[config.mk]
export PLATFORM = sky130hd
export DESIGN_NAME = rpli_ctrl
export DESIGN_NICKNAME = d
export VERILOG_FILES = /design/src/rpli_pkg.sv /design/src/rpli_ctrl.sv
export SDC_FILE = /design/constraint.sdc
export NUM_CORES = 2
export LEC_CHECK = 0
export BUFFER_PORTS_ARGS = -buffer_cell sky130_fd_sc_hd__buf_4
export CAP_MARGIN = 20
export CORE_UTILIZATION = 55
export DETAILED_ROUTE_END_ITERATION = 12
export PLACE_DENSITY_LB_ADDON = 0.3
export SLEW_MARGIN = 5
export SYNTH_ARGS = -nofsm -noshare
export SYNTH_HDL_FRONTEND = slang
export SYNTH_SLANG_ARGS = --single-unit
[constraint.sdc]
create_clock -name aclk -period 8.9 [get_ports aclk]
set_clock_uncertainty 0.1 [all_clocks]
set_input_delay 1.335 -clock aclk [delete_from_list [all_inputs] [get_ports aclk]]
set_output_delay 1.335 -clock aclk [all_outputs]
set_load 0.005 [all_outputs]
[src/rpli_pkg.sv]
package rpli_pkg;

    // table dimensions
    localparam int MAX_ELEVATIONS = 32;
    localparam int MAX_GATES      = 1024;
    localparam int MAX_AZIMUTHS   = 1024;

    // fixed field widths
    localparam int OP_W      = 2;
    localparam int ELEV_W    = 5;
    localparam int SLOT_W    = 10;
    localparam int AZ_IN_W   = 16;
    localparam int RANGE_W   = 20;
    localparam int VAL_W     = 20;
    localparam int START_W   = 17;
    localparam int STEP_W    = 24;
    localparam int CNT_REG_W = 11;
    localparam int INDEX_W   = 32;

    // derived widths
    localparam int GATE_W     = $clog2(MAX_GATES);
    localparam int G_CNT_W    = $clog2(MAX_GATES + 1);
    localparam int A_CNT_W    = $clog2(MAX_AZIMUTHS + 1);
    localparam int GR_ADDR_W  = $clog2(MAX_ELEVATIONS * MAX_GATES);
    localparam int SEC_ADDR_W = (MAX_ELEVATIONS > 1) ? $clog2(MAX_ELEVATIONS) : 1;
    localparam int ROW_W      = ELEV_W + A_CNT_W;

    // datapath widths
    localparam int DIFF_W    = AZ_IN_W + 2;
    localparam int AZ_PROD_W = DIFF_W + STEP_W + 1;
    localparam int AZ_W      = DIFF_W + 1;
    localparam int MUL_A_W   = 20;
    localparam int MUL_P_W   = MUL_A_W + STEP_W;
    localparam int PROD_W    = RANGE_W + VAL_W;
    localparam int SUM_W     = MUL_P_W + 1;
    localparam int EST_W     = SUM_W - MUL_A_W;

    // stream and configuration port widths
    localparam int S_TDATA_W  = 72;
    localparam int M_TDATA_W  = 32;
    localparam int CFG_ADDR_W = 3;
    localparam int CFG_DATA_W = 32;

    typedef enum logic [OP_W-1:0] {
        OP_QUERY       = 2'd0,
        OP_LOAD_RANGE  = 2'd1,
        OP_LOAD_SECANT = 2'd2
    } op_t;

    typedef enum logic [CFG_ADDR_W-1:0] {
        CFG_START_AZIMUTH    = 3'd0,
        CFG_INV_AZIMUTH_STEP = 3'd1,
        CFG_NUM_AZIMUTHS     = 3'd2,
        CFG_NUM_GATES        = 3'd3,
        CFG_FIRST_GATE_RANGE = 3'd4,
        CFG_INV_GATE_STEP    = 3'd5,
        CFG_MISSING_INDEX    = 3'd6
    } cfg_idx_t;

    typedef struct packed {
        logic [START_W-1:0]   start_azimuth;
        logic [STEP_W-1:0]    inv_azimuth_step;
        logic [CNT_REG_W-1:0] num_azimuths;
        logic [CNT_REG_W-1:0] num_gates;
        logic [RANGE_W-1:0]   first_gate_range;
        logic [STEP_W-1:0]    inv_gate_step;
        logic [INDEX_W-1:0]   missing_index;
    } cfg_t;

    typedef struct packed {
        logic                  gr_en;
        logic                  gr_we;
        logic [GR_ADDR_W-1:0]  gr_addr;
        logic                  sec_en;
        logic                  sec_we;
        logic [SEC_ADDR_W-1:0] sec_addr;
        logic [VAL_W-1:0]      wdata;
    } tbl_req_t;

    typedef enum logic [3:0] {
        ST_IDLE,
        ST_READ0,
        ST_READ1,
        ST_MUL,
        ST_SUB,
        ST_MULHI,
        ST_MULLO,
        ST_GATE,
        ST_ERR0,
        ST_DOWN,
        ST_UP,
        ST_DONE
    } ctrl_state_t;

    // flat address of a ground range entry
    function automatic logic [GR_ADDR_W-1:0] gr_addr_f(
        input logic [ELEV_W-1:0] e,
        input logic [GATE_W-1:0] g
    );
        logic [31:0] a;
        a = 32'(e) * 32'(MAX_GATES) + 32'(g);
        return a[GR_ADDR_W-1:0];
    endfunction

endpackage

[src/rpli_ctrl.sv]
module rpli_ctrl (
    input  logic                               aclk,
    input  logic                               aresetn,
    input  rpli_pkg::cfg_t                     cfg,
    input  logic                               s_axis_tvalid,
    output logic                               s_axis_tready,
    input  logic [rpli_pkg::S_TDATA_W-1:0]     s_axis_tdata,
    input  logic [rpli_pkg::OP_W-1:0]          s_axis_tuser,
    output logic                               m_axis_tvalid,
    input  logic                               m_axis_tready,
    output logic [rpli_pkg::M_TDATA_W-1:0]     m_axis_tdata,
    output logic                               m_axis_tuser,
    output rpli_pkg::tbl_req_t                 tbl_req,
    input  logic [rpli_pkg::VAL_W-1:0]         gr_rdata,
    input  logic [rpli_pkg::VAL_W-1:0]         sec_rdata
);

    rpli_pkg::ctrl_state_t state_reg, state_next;

    // input fields
    logic [rpli_pkg::ELEV_W-1:0]  in_elev;
    logic [rpli_pkg::SLOT_W-1:0]  in_slot;
    logic [rpli_pkg::AZ_IN_W-1:0] in_az;
    logic [rpli_pkg::RANGE_W-1:0] in_range;
    logic [rpli_pkg::VAL_W-1:0]   in_value;
    logic                         accept;
    logic                         elev_bad;
    logic                         slot_bad;

    // effective counts
    logic [rpli_pkg::A_CNT_W-1:0] na;
    logic [rpli_pkg::G_CNT_W-1:0] ng;
    logic [rpli_pkg::G_CNT_W-1:0] ng_m1;
    logic signed [rpli_pkg::AZ_W-1:0] na_s;

    // query datapath
    logic [rpli_pkg::ELEV_W-1:0]           elev_reg;
    logic [rpli_pkg::RANGE_W-1:0]          range_reg;
    logic signed [rpli_pkg::DIFF_W-1:0]    d_reg;
    logic signed [rpli_pkg::AZ_PROD_W-1:0] az_prod_reg;
    logic signed [rpli_pkg::AZ_W-1:0]      a_reg;
    logic signed [rpli_pkg::AZ_W-1:0]      aw_reg;
    logic [rpli_pkg::A_CNT_W-1:0]          az_reg;
    logic [rpli_pkg::ROW_W-1:0]            row_reg;
    logic [rpli_pkg::INDEX_W-1:0]          rowg_reg;
    logic [rpli_pkg::VAL_W-1:0]            gr0_reg;
    logic [rpli_pkg::VAL_W-1:0]            sec_reg;
    logic [rpli_pkg::PROD_W-1:0]           prod_reg;
    logic [rpli_pkg::PROD_W-1:0]           x_reg;
    logic [rpli_pkg::MUL_P_W-1:0]          ph_reg;
    logic [rpli_pkg::MUL_P_W-1:0]          pl_reg;

    // shared multiplier
    logic [rpli_pkg::MUL_A_W-1:0] mul_a;
    logic [rpli_pkg::STEP_W-1:0]  mul_b;
    logic [rpli_pkg::MUL_P_W-1:0] mul_p;

    // gate search
    logic [rpli_pkg::SUM_W-1:0]   est_sum;
    logic [rpli_pkg::EST_W-1:0]   est_raw;
    logic [rpli_pkg::GATE_W-1:0]  gate_est;
    logic [rpli_pkg::VAL_W-1:0]   err;
    logic                         gate_up_ok;
    logic                         probe_up_ok;
    logic [rpli_pkg::GATE_W-1:0]  gate_reg, gate_next;
    logic [rpli_pkg::GATE_W-1:0]  probe_reg, probe_next;
    logic [rpli_pkg::VAL_W-1:0]   err_min_reg, err_min_next;
    logic                         improved_reg, improved_next;
    logic                         outside_reg, outside_next;

    // result register
    logic                         m_valid_reg, m_valid_next;
    logic [rpli_pkg::INDEX_W-1:0] m_index_reg, m_index_next;
    logic                         m_outside_reg, m_outside_next;

    // unpack the input transaction
    assign in_elev  = s_axis_tdata[4:0];
    assign in_slot  = s_axis_tdata[14:5];
    assign in_az    = s_axis_tdata[30:15];
    assign in_range = s_axis_tdata[50:31];
    assign in_value = s_axis_tdata[70:51];
    assign s_axis_tready = (state_reg == rpli_pkg::ST_IDLE);
    assign accept   = s_axis_tvalid && s_axis_tready;
    assign elev_bad = 32'(in_elev) >= 32'(rpli_pkg::MAX_ELEVATIONS);
    assign slot_bad = 32'(in_slot) >= 32'(rpli_pkg::MAX_GATES);

    // saturate the counts to 1 .. max
    always_comb begin
        if (cfg.num_azimuths == '0) begin
            na = rpli_pkg::A_CNT_W'(1);
        end else if (32'(cfg.num_azimuths) > 32'(rpli_pkg::MAX_AZIMUTHS)) begin
            na = rpli_pkg::A_CNT_W'(rpli_pkg::MAX_AZIMUTHS);
        end else begin
            na = rpli_pkg::A_CNT_W'(cfg.num_azimuths);
        end
        if (cfg.num_gates == '0) begin
            ng = rpli_pkg::G_CNT_W'(1);
        end else if (32'(cfg.num_gates) > 32'(rpli_pkg::MAX_GATES)) begin
            ng = rpli_pkg::G_CNT_W'(rpli_pkg::MAX_GATES);
        end else begin
            ng = rpli_pkg::G_CNT_W'(cfg.num_gates);
        end
    end

    assign ng_m1 = ng - rpli_pkg::G_CNT_W'(1);
    assign na_s  = $signed({{(rpli_pkg::AZ_W - rpli_pkg::A_CNT_W){1'b0}}, na});

    // multiplier operand select by step
    always_comb begin
        case (state_reg)
            rpli_pkg::ST_MULHI: begin
                mul_a = x_reg[rpli_pkg::PROD_W-1:rpli_pkg::MUL_A_W];
                mul_b = cfg.inv_gate_step;
            end
            rpli_pkg::ST_MULLO: begin
                mul_a = x_reg[rpli_pkg::MUL_A_W-1:0];
                mul_b = cfg.inv_gate_step;
            end
            default: begin
                mul_a = range_reg;
                mul_b = rpli_pkg::STEP_W'(sec_reg);
            end
        endcase
    end

    assign mul_p = rpli_pkg::MUL_P_W'(mul_a) * rpli_pkg::MUL_P_W'(mul_b);

    // start gate from the two partial products, clamped to the table
    assign est_sum  = rpli_pkg::SUM_W'(ph_reg)
                    + rpli_pkg::SUM_W'(pl_reg >> rpli_pkg::MUL_A_W);
    assign est_raw  = est_sum[rpli_pkg::SUM_W-1:rpli_pkg::MUL_A_W];
    assign gate_est = (est_raw > rpli_pkg::EST_W'(ng_m1)) ? rpli_pkg::GATE_W'(ng_m1)
                                                          : rpli_pkg::GATE_W'(est_raw);

    // absolute range error of the entry just read
    assign err = (range_reg >= gr_rdata) ? range_reg - gr_rdata : gr_rdata - range_reg;

    assign gate_up_ok  = (rpli_pkg::G_CNT_W'(gate_reg) + rpli_pkg::G_CNT_W'(1)) < ng;
    assign probe_up_ok = (rpli_pkg::G_CNT_W'(probe_reg) + rpli_pkg::G_CNT_W'(1)) < ng;

    // datapath registers
    always_ff @(posedge aclk) begin
        unique case (state_reg)
            rpli_pkg::ST_IDLE: begin
                if (accept) begin
                    elev_reg  <= in_elev;
                    range_reg <= in_range;
                    d_reg     <= $signed({2'b00, in_az})
                               - $signed({cfg.start_azimuth[rpli_pkg::START_W-1],
                                          cfg.start_azimuth});
                end
            end
            rpli_pkg::ST_READ0: begin
                az_prod_reg <= d_reg * $signed({1'b0, cfg.inv_azimuth_step});
            end
            rpli_pkg::ST_READ1: begin
                a_reg   <= rpli_pkg::AZ_W'((az_prod_reg + rpli_pkg::AZ_PROD_W'(24'h80_0000))
                                           >>> 24);
                gr0_reg <= gr_rdata;
                sec_reg <= sec_rdata;
            end
            rpli_pkg::ST_MUL: begin
                prod_reg <= rpli_pkg::PROD_W'(mul_p);
                // single wrap by the azimuth count
                if (a_reg >= na_s) begin
                    aw_reg <= a_reg - na_s;
                end else if (a_reg < 0) begin
                    aw_reg <= a_reg + na_s;
                end else begin
                    aw_reg <= a_reg;
                end
            end
            rpli_pkg::ST_SUB: begin
                if (prod_reg > rpli_pkg::PROD_W'({cfg.first_gate_range, 16'h0000})) begin
                    x_reg <= prod_reg - rpli_pkg::PROD_W'({cfg.first_gate_range, 16'h0000});
                end else begin
                    x_reg <= '0;
                end
                // clamp the column to the table
                if (aw_reg < 0) begin
                    az_reg <= '0;
                end else if (aw_reg > na_s - rpli_pkg::AZ_W'(1)) begin
                    az_reg <= na - rpli_pkg::A_CNT_W'(1);
                end else begin
                    az_reg <= rpli_pkg::A_CNT_W'(aw_reg);
                end
            end
            rpli_pkg::ST_MULHI: begin
                ph_reg <= mul_p;
            end
            rpli_pkg::ST_MULLO: begin
                pl_reg <= mul_p;
            end
            rpli_pkg::ST_GATE: begin
                row_reg <= rpli_pkg::ROW_W'(rpli_pkg::ROW_W'(elev_reg) * rpli_pkg::ROW_W'(na))
                         + rpli_pkg::ROW_W'(az_reg);
            end
            rpli_pkg::ST_ERR0: begin
                rowg_reg <= rpli_pkg::INDEX_W'(rpli_pkg::INDEX_W'(row_reg)
                                             * rpli_pkg::INDEX_W'(ng));
            end
            default: begin
            end
        endcase
    end

    // control registers
    always_ff @(posedge aclk) begin
        if (!aresetn) begin
            state_reg     <= rpli_pkg::ST_IDLE;
            m_valid_reg   <= 1'b0;
            improved_reg  <= 1'b0;
            outside_reg   <= 1'b0;
        end else begin
            state_reg     <= state_next;
            m_valid_reg   <= m_valid_next;
            improved_reg  <= improved_next;
            outside_reg   <= outside_next;
        end
        gate_reg      <= gate_next;
        probe_reg     <= probe_next;
        err_min_reg   <= err_min_next;
        m_index_reg   <= m_index_next;
        m_outside_reg <= m_outside_next;
    end

    // sequencer: table accesses, hill-climb and result hand-off
    always_comb begin
        state_next     = state_reg;
        gate_next      = gate_reg;
        probe_next     = probe_reg;
        err_min_next   = err_min_reg;
        improved_next  = improved_reg;
        outside_next   = outside_reg;
        m_valid_next   = m_valid_reg;
        m_index_next   = m_index_reg;
        m_outside_next = m_outside_reg;
        tbl_req        = '0;
        tbl_req.wdata  = in_value;

        if (m_valid_reg && m_axis_tready) begin
            m_valid_next = 1'b0;
        end

        unique case (state_reg)
            rpli_pkg::ST_IDLE: begin
                if (accept) begin
                    case (s_axis_tuser)
                        rpli_pkg::OP_QUERY: begin
                            outside_next  = elev_bad;
                            improved_next = 1'b0;
                            state_next    = elev_bad ? rpli_pkg::ST_DONE : rpli_pkg::ST_READ0;
                        end
                        rpli_pkg::OP_LOAD_RANGE: begin
                            if (!elev_bad && !slot_bad) begin
                                tbl_req.gr_en   = 1'b1;
                                tbl_req.gr_we   = 1'b1;
                                tbl_req.gr_addr = rpli_pkg::gr_addr_f(in_elev,
                                                      rpli_pkg::GATE_W'(in_slot));
                            end
                        end
                        rpli_pkg::OP_LOAD_SECANT: begin
                            if (!elev_bad) begin
                                tbl_req.sec_en   = 1'b1;
                                tbl_req.sec_we   = 1'b1;
                                tbl_req.sec_addr = rpli_pkg::SEC_ADDR_W'(in_elev);
                            end
                        end
                        default: begin
                        end
                    endcase
                end
            end
            rpli_pkg::ST_READ0: begin
                // first entry and secant
                tbl_req.gr_en    = 1'b1;
                tbl_req.gr_addr  = rpli_pkg::gr_addr_f(elev_reg, '0);
                tbl_req.sec_en   = 1'b1;
                tbl_req.sec_addr = rpli_pkg::SEC_ADDR_W'(elev_reg);
                state_next       = rpli_pkg::ST_READ1;
            end
            rpli_pkg::ST_READ1: begin
                // last entry in use
                tbl_req.gr_en   = 1'b1;
                tbl_req.gr_addr = rpli_pkg::gr_addr_f(elev_reg, rpli_pkg::GATE_W'(ng_m1));
                state_next      = rpli_pkg::ST_MUL;
            end
            rpli_pkg::ST_MUL: begin
                // range check against the first and last entries
                if (range_reg < gr0_reg || range_reg > gr_rdata) begin
                    outside_next = 1'b1;
                    state_next   = rpli_pkg::ST_DONE;
                end else begin
                    state_next   = rpli_pkg::ST_SUB;
                end
            end
            rpli_pkg::ST_SUB: begin
                state_next = rpli_pkg::ST_MULHI;
            end
            rpli_pkg::ST_MULHI: begin
                state_next = rpli_pkg::ST_MULLO;
            end
            rpli_pkg::ST_MULLO: begin
                state_next = rpli_pkg::ST_GATE;
            end
            rpli_pkg::ST_GATE: begin
                gate_next       = gate_est;
                tbl_req.gr_en   = 1'b1;
                tbl_req.gr_addr = rpli_pkg::gr_addr_f(elev_reg, gate_est);
                state_next      = rpli_pkg::ST_ERR0;
            end
            rpli_pkg::ST_ERR0: begin
                // error at the start gate, then try shorter gates first
                err_min_next = err;
                if (gate_reg != '0) begin
                    probe_next      = gate_reg - rpli_pkg::GATE_W'(1);
                    tbl_req.gr_en   = 1'b1;
                    tbl_req.gr_addr = rpli_pkg::gr_addr_f(elev_reg, probe_next);
                    state_next      = rpli_pkg::ST_DOWN;
                end else if (gate_up_ok) begin
                    probe_next      = gate_reg + rpli_pkg::GATE_W'(1);
                    tbl_req.gr_en   = 1'b1;
                    tbl_req.gr_addr = rpli_pkg::gr_addr_f(elev_reg, probe_next);
                    state_next      = rpli_pkg::ST_UP;
                end else begin
                    state_next      = rpli_pkg::ST_DONE;
                end
            end
            rpli_pkg::ST_DOWN: begin
                if (err < err_min_reg) begin
                    gate_next     = probe_reg;
                    err_min_next  = err;
                    improved_next = 1'b1;
                    if (probe_reg == '0) begin
                        state_next = rpli_pkg::ST_DONE;
                    end else begin
                        probe_next      = probe_reg - rpli_pkg::GATE_W'(1);
                        tbl_req.gr_en   = 1'b1;
                        tbl_req.gr_addr = rpli_pkg::gr_addr_f(elev_reg, probe_next);
                    end
                end else if (improved_reg) begin
                    state_next = rpli_pkg::ST_DONE;
                end else if (gate_up_ok) begin
                    // no gain going shorter, climb towards longer gates
                    probe_next      = gate_reg + rpli_pkg::GATE_W'(1);
                    tbl_req.gr_en   = 1'b1;
                    tbl_req.gr_addr = rpli_pkg::gr_addr_f(elev_reg, probe_next);
                    state_next      = rpli_pkg::ST_UP;
                end else begin
                    state_next = rpli_pkg::ST_DONE;
                end
            end
            rpli_pkg::ST_UP: begin
                if (err < err_min_reg) begin
                    gate_next    = probe_reg;
                    err_min_next = err;
                    if (probe_up_ok) begin
                        probe_next      = probe_reg + rpli_pkg::GATE_W'(1);
                        tbl_req.gr_en   = 1'b1;
                        tbl_req.gr_addr = rpli_pkg::gr_addr_f(elev_reg, probe_next);
                    end else begin
                        state_next = rpli_pkg::ST_DONE;
                    end
                end else begin
                    state_next = rpli_pkg::ST_DONE;
                end
            end
            rpli_pkg::ST_DONE: begin
                // wait for the output register to free up
                if (!m_valid_reg || m_axis_tready) begin
                    m_valid_next   = 1'b1;
                    m_outside_next = outside_reg;
                    m_index_next   = outside_reg ? cfg.missing_index
                                                 : rowg_reg + rpli_pkg::INDEX_W'(gate_reg);
                    state_next     = rpli_pkg::ST_IDLE;
                end
            end
            default: begin
                state_next = rpli_pkg::ST_IDLE;
            end
        endcase
    end

    assign m_axis_tvalid = m_valid_reg;
    assign m_axis_tdata  = m_index_reg;
    assign m_axis_tuser  = m_outside_reg;

endmodule

==> qor.txt <==
Tmin final: 8.66 ns
r2r startpoint: state_reg[3]
Post-Syn Area: 0.0622 sq mm
Hold Fails Final Rpt: 0
die height: 338 um
DIE WIDTH: 338 um
final WL: 179 mm
Critical Path Max Stage Delay: 0.63 ns
CP required: 9.22 ns
CP Class: reg2reg
clk_lat worst skew: 0.68 ns
commonest cells after routing, fill and taps aside: inv_1, nand2_1, fa_1, ha_1, buf_4
Hold Path Origin: az_prod_reg[42]
Hold/Removal Path Class: reg2reg
Layout area overhead: 10.7%
worst slew pin tran: 1.19 ns
final period utilization: 97.3%
hold depth: 1
Top delay family on crit path: adder cells
Via density: 5.71
fin. max-slew vios: 0
Port Buffers: 294
Ports: 336
final net count: 8768
CTS root buf: clkbuf_16
Initial Utilization: 55.9%
final instance area: 0.0688 sq mm
final setup fails: 0
CP arrival: 8.98 ns
Residual DRC: 0
global-route wire length before repair: 280 mm
largest net degree at the start of global routing: 61
Synth Instances: 6697
post-DR wirelength/cell: 21.0 um
number of synthesized flops with an enable pin: 416
GRT Total Usage: 31.4%
clk sinks: 423
Hold Path End: a_reg[18]
relative max-transition margin: 19.7%
Worst Setup End Kind: register
Avg Cell Area, Syn: 9.28 sq um
die area: 0.114 sq mm
Crit path buffers/inverters: 5
commonest non-fill, non-tap cell in the layout: inv_1
fmax: 0.116 GHz
reg-to-reg slack, setup: 0.24 ns
Critical Path Fanout Max: 15
Max H-tree Level: 2
initial antenna violation count: 5
layout cells sized above 1: 9.71%
asr flop ratio synth: 0%
Yosys Warn Count: 0
CP max-delay cell: a21oi_1
RePlAce Congestion: 0.988
TritonCTS clock tree: done
status: finished, final reports clean
remaining antenna violation count: 0
most used cell, CP: fa_1
fill cell count: 9453
Area after DPL: 0.0670 sq mm
maximum buffer depth of the clock tree: 3
CTS Hold Bufs: 0
sequential share of the synthesized area: 20.3%
gr ovfl total: 0
Max-Cap Viols: 0
Primary FF master, synth: edfxtp_1
Worst Setup Slack, final: 0.242 ns
vias in the first global route: 50900
Initial DRC Count: 3659
Synth Register Bits: 423
Vias: 48600
DP Worst Slack: 0.103 ns
worst r2r dst: pl_reg[43]
TritonCTS Buffers: 52
Critical Path Source Type: register
row cnt: 122
Netlist cell types: 89
Core ar.: 0.111 sq mm
max reg flops: 44
clk slew on worst S/H paths: 0.06 ns
Worst Reg-to-Reg Cells: 28
Final TNS setup: 0 ns
iteration count of the initial detailed-routing pass: 7
DP Wirelength: 146 mm
## worst reg2reg max path: cells and delay by family, from the launching register on
kind	cells	cell delay, ns
XOR/XNOR	1	0.11
adder cells (fa/ha/maj)	8	3.70
AND/OR/NAND/NOR	3	0.44
AO/OA/AOI/OAI	11	3.01
buffers and inverters	5	0.62
flip-flops	1	0.39
## Yosys cell counts (49+ instances only)
cell,number,share of area (%)
inv_1,1226,7.4
nand2_1,971,5.9
fa_1,913,29
ha_1,609,12
nor2_1,440,2.7
edfxtp_1,416,20
clkbuf_1,248,1.5
a21oi_1,233,1.9
and2_1,217,2.2
xnor2_1,161,2.3
o21ai_0,147,1.2
a21o_1,102,1.2
xor2_1,79,1.1
nand3_1,75,0.60
nor2b_1,67,0.67
nor3_1,65,0.52
nand2b_1,60,0.60
mux2i_1,53,0.85
o21a_1,49,0.59
## layer usage
layer	part of all wire [%]	track usage (%)	wire (um)	vias to the layer above
met4	4.9	14.4	8810	4
met2	47	51.8	83900	2226
met1	39	40.1	70300	24000
met3	8.8	5.97	15700	433
li1	-	-	-	22000
met5	0.018	0	32	-
## logic make-up (layout without fill, tap and decap cells)
kind of cell               Yosys count  after routing  share of synthesized area [%]
and+or+nand+nor                   2067           2067                           15.0
adders and majority gates         1522           1522                           41.7
buffers and inverters             1508           1835                           9.25
AOI/OAI and AO/OA                  868            868                           9.29
DFF                                423            423                           20.3
xor gates and xnor gates           240            240                           3.38
muxes                               68             68                           1.13
other                                1             11                        0.00603
## timing repair
| item | 4_1_cts | 5_1_grt |
|---|---|---|
| endpoints found under the setup margin | 0 | 17 |
| gates resized for setup | 0 | 18 |
| endpoints found under the hold margin | 0 | 0 |
| buffers inserted | 0 | 1 |
## worst max-delay path by stage
stage                     depth (start not counted)    endpoint         start
final                                            28  pl_reg[43]  state_reg[3]
after global routing                             28  ph_reg[43]  state_reg[1]
after CTS                                        33  ph_reg[42]  state_reg[3]
after detailed placement                         29  ph_reg[42]       cfg[42]
after global placement                           28  ph_reg[42]       cfg[42]
after floorplan                                  32  ph_reg[32]  state_reg[0]
## through the flow
step                hold WS, ns  utilization [%]  std cells
CTS                       0.429             61.7       8517
finish                    0.423             61.8       8522
floorplan                 0.306                -       6704
detailed placement        0.438             60.2       8421
global route              0.452             61.8       8519
global placement          0.435             60.2       8418
## area by class of cell
type                    instances  area (sq um)  share of cell area [%]
diodes                          3          7.51                  0.0109
flip-flops and latches        423         12600                    18.4
clock inverters                36           385                   0.560
inverters                    1226          4600                    6.69
multi-input cells            4773         43900                    63.8
well taps                    1488          1860                    2.71
repair buffers                513          4080                    5.93
clock buffers                  60          1330                    1.93
Power is not shown: default switching activity piles up to over one toggle a cycle in this logic, so the estimate is an artifact.
